--- src/rtl/pvm_ram.sv ---
module pvm_ram #(
    parameter int WIDTH = 16,
    parameter int DEPTH = 256,
    parameter int AW    = (DEPTH > 1) ? $clog2(DEPTH) : 1
) (
    input  logic             clk,
    input  logic             we,
    input  logic [AW-1:0]    waddr,
    input  logic [WIDTH-1:0] wdata,
    input  logic [AW-1:0]    raddr,
    output logic [WIDTH-1:0] rdata
);
    logic [WIDTH-1:0] mem [DEPTH];

    always_ff @(posedge clk)
    begin
        if (we)
            mem[waddr] <= wdata;
        rdata <= mem[raddr];
    end
endmodule

--- config.mk ---
export PLATFORM = sky130hd
export DESIGN_NAME = pvm_ram
export DESIGN_NICKNAME = d
export VERILOG_FILES = /design/src/rtl/pvm_ram.sv
export SDC_FILE = /design/constraint.sdc
export NUM_CORES = 2
export LEC_CHECK = 0
export BUFFER_PORTS_ARGS = -buffer_cell sky130_fd_sc_hd__buf_4
export CORE_ASPECT_RATIO = 0.6
export CORE_UTILIZATION = 30
export DETAILED_ROUTE_END_ITERATION = 12
export PLACE_DENSITY_LB_ADDON = 0.05
export SLEW_MARGIN = 20
export SYNTH_ARGS = -nofsm -noshare
export SYNTH_HDL_FRONTEND = slang
export SYNTH_SLANG_ARGS = --single-unit
--- constraint.sdc ---
create_clock -name clk -period 2.4 [get_ports clk]
set_input_delay 0.36 -clock clk [delete_from_list [all_inputs] [get_ports clk]]
set_output_delay 0.36 -clock clk [all_outputs]
set_load 0.1 [all_outputs]
==> flow_summary.toml <==
[status]
violations = "setup timing"
status = "complete, but fails checks"

[grt]
grt.total_usage = 0.207
first_global_vias = 82101
grt.overflow.total = 0
grt_pass1_wl_mm = 754
grt_max_degree = 104
antenna_found_initial = 71

[timing]
setup_viol = 6
fmax_mhz = 394
hold_viol_final = 0
slew_headroom = 0.315
fin_skew_ps = 75.2
worstMarginPinSlew_ps = 1030
period_minus_slack_ps = 2540
grt_setup_unrepaired = "true"
final_min_period_over_clock_period = 1.06
worst_slack_ps = -141
hold_ws_ps = 148
drv_slew = 0

[setup_path]
arrival_ps = 3490
cpPeakStageDelay_ps = 380
worst_setup_path_end_kind = "flip-flop"
timing.critical_path.buf_inv = 6
crit_fanout = 21
worst_setup_path_start_kind = "primary input"
cp.required_ps = 3340
slowest_stage = "nand4_1"
timing.rr.end = "rdata[15]"
r2r_slack_ps = -70
worstReg2RegStart = "mem[138][15]"
path_delay_family = "buffers and inverters"
r2r_cells = 8
path_cells = "buf_16 -> buf_4 -> buf_12 -> buf_16 -> buf_6 -> mux2i_1 -> o221ai_2 -> o22ai_1 -> a21oi_2 -> buf_4 -> nand4_1 -> nor4_2"
critPathKind = "primary input to flip-flop"

[power]
leakage_nw = 62.5
peakVddDrop_v = 0.000561
p_clk_frac = 0.418
power_density_nw_per_um2 = 789
power.switching_mw = 35.6
swShare = 0.231
power_frac_comb = 0.068
intPower_mw = 119
pwr-share-seq = 0.514

[synthesis]
synth_common_cells = "edfxtp_1, mux4_2, mux2i_1, nor2_1, o221ai_1"
async_flop_share = 0
synth_most_common_cell = "edfxtp_1"
synth_top_cell_by_area = "edfxtp_1"
synth.avg_cell_area_um2 = 21.6
synth_seq_area_share = 0.777
synth_ff_type = "edfxtp_1"
netlist_area_um2 = 159000
synth_cell_types = 52
yosysTopAreaCellShare = 0.775
syn-num-nets = 7394
ys_seq_elements = 4112
synth_area_leaders = "edfxtp_1, mux4_2, mux2i_1"
synth-edff-count = 4096
synth_cells = 7360
yosys_warnings = 0

[die]
pin_count = 50
dieWidth_um = 941
rows = 206
start_util = 0.302
die_h_um = 565
core_um2 = 526000
die_area_um2 = 532000

[route]
drtIter0Drc = 9638
drtPass1Iterations = 5
drc_errors = 0
wl_per_cell_um = 35.4
wl_met3_mm = 41.9
ant_nets = 0
top_layer = "met5"
m1WireLength_mm = 279
dr_wl_met2_mm = 235
finalWirelength_mm = 564
num_vias = 82698
vias_per_cell = 5.18

[hold_path]
hold_end = "mem[175][10]"
holdPathStages = 5
worstHoldStart = "waddr[1]"
hp-class = "primary input to flip-flop"

[clocking]
cts_sinks = 4112
clk_pin_slew_ps = 60
htreeDepth = 5
clockBufferDepth = 4
cts_buffers = 415
clock_latency_ps = 1040
cts_tree = "built"
cts-root-buf = "clkbuf_16"

[place]
place_area_um2 = 181000
place_congestion = 0.803
place_inst = 15153
io_buffers = 49
hpwl_mm = 365

[cells_and_area]
fin_area_um2 = 196000
fill_cells = 47767
drive_gt1_frac = 0.346
area_growth_pct = 23.2
final-seq-area_um2 = 123000
num-nets-final = 8658
final_cells = 15951
multi_input_area_um2 = 34400

[run]
drv_cap = 0
## flip-flops by register name, indices dropped and copies added, names as in the netlist
register and flops:
mem 4096, rdata 16
## cell type report
| type | count | area share |
|---|---|---|
| Antenna cell | 14 | 0.000179 |
| Sequential cell | 4112 | 0.630 |
| Clock inverter | 241 | 0.0113 |
| Tap cell | 6968 | 0.0446 |
| Clock buffer | 521 | 0.0557 |
| Multi-Input combinational cell | 2792 | 0.176 |
| Inverter | 4 | 0.000141 |
| Timing Repair Buffer | 1299 | 0.0817 |
## power by group through the flow
stage / registers [mW] / clock network [mW] / logic, mW
3_3_place_gp: 80.8 / 0 / 10.1
3_5_place_dp: 80.8 / 0 / 10.2
2_1_floorplan: 81.1 / 0 / 3.91
6_report: 79.3 / 64.6 / 10.5
5_1_grt: 79.3 / 68.8 / 11.0
4_1_cts: 79.3 / 66.3 / 10.5
## kinds of logic after synthesis
logic type,after synthesis,share of synthesized area
muxes,1450,0.155
and+or+nand+nor,556,0.0157
AOI/OAI and AO/OA,786,0.0354
buffers and inverters,456,0.0169
DFF,4112,0.777
## worst max-delay path by stage
stage | startpoint | to | slack (ps) | depth (start not counted)
global route | mem[128][12] | rdata[12] | -120 | 8
CTS | mem[55][15] | rdata[15] | -190 | 7
finish | raddr[0] | rdata[5] | -140 | 12
detailed placement | raddr[0] | rdata[15] | -2380 | 14
global placement | raddr[0] | rdata[15] | -2520 | 14
floorplan | waddr[3] | mem[235][0] | -130 | 6
## per-layer routing
metal	vias to the layer above	track usage
met5	-	0
met4	2	0.0305
met3	503	0.0438
met2	2655	0.295
met1	45604	0.330
li1	33934	-
## worst register-to-register path, cell delays in order (launching register included)
cell,delay (ps)
edfxtp_1,370
mux4_2,470
mux2_4,300
a221oi_4,460
buf_4,210
o31ai_2,120
buf_4,190
o32ai_4,230
nor4_4,50
## placed cells by master, fill, tap and decap left out, types with 14 or more instances in the layout
| cell | Yosys | final |
|---|---|---|
| a211oi_1 | 18 | 18 |
| a21oi_1 | 175 | 169 |
| a221oi_1 | 28 | 14 |
| a22o_1 | 32 | 15 |
| a22oi_1 | 43 | 30 |
| buf_12 | 5 | 415 |
| buf_16 | 0 | 19 |
| buf_4 | 26 | 782 |
| buf_6 | 77 | 31 |
| buf_8 | 11 | 19 |
| bufinv_16 | 0 | 33 |
| clkbuf_1 | 230 | 98 |
| clkbuf_16 | 0 | 425 |
| clkinv_1 | 0 | 98 |
| clkinv_2 | 0 | 77 |
| diode_2 | 0 | 14 |
| dlygate4sd3_1 | 0 | 17 |
| edfxtp_1 | 4096 | 4096 |
| mux2_2 | 88 | 77 |
| mux2i_1 | 565 | 565 |
| mux4_2 | 797 | 797 |
| nand2_1 | 38 | 26 |
| nand3_1 | 35 | 23 |
| nand4_1 | 26 | 26 |
| nor2_1 | 304 | 103 |
| nor2_2 | 0 | 200 |
| nor3_1 | 92 | 72 |
| nor3_2 | 0 | 20 |
| o21ai_0 | 37 | 33 |
| o221ai_1 | 252 | 240 |
| o22ai_1 | 148 | 147 |
## metrics by stage
step / utilization / setup WS [ps] / setup TNS, ps / total power [mW]
detailed placement: 0.344 / -2380 / -24690 / 91.0
finish: 0.372 / -141 / -392 / 154
floorplan: - / -125 / -199970 / 85.0
global route: 0.372 / -118 / -557 / 159
CTS: 0.371 / -191 / -528 / 156
global placement: 0.344 / -2520 / -24900 / 91.0
## timing repair
action	4_1_cts	5_1_grt
resized for setup	152	84
hold endpoints to repair	1306	0
setup buffers	0	2
hold buffers	17	0
cloned	9	7
pin swaps	32	31
endpoints found under the setup margin	20	16
No activity file was read; power rests on OpenSTA's default activity.
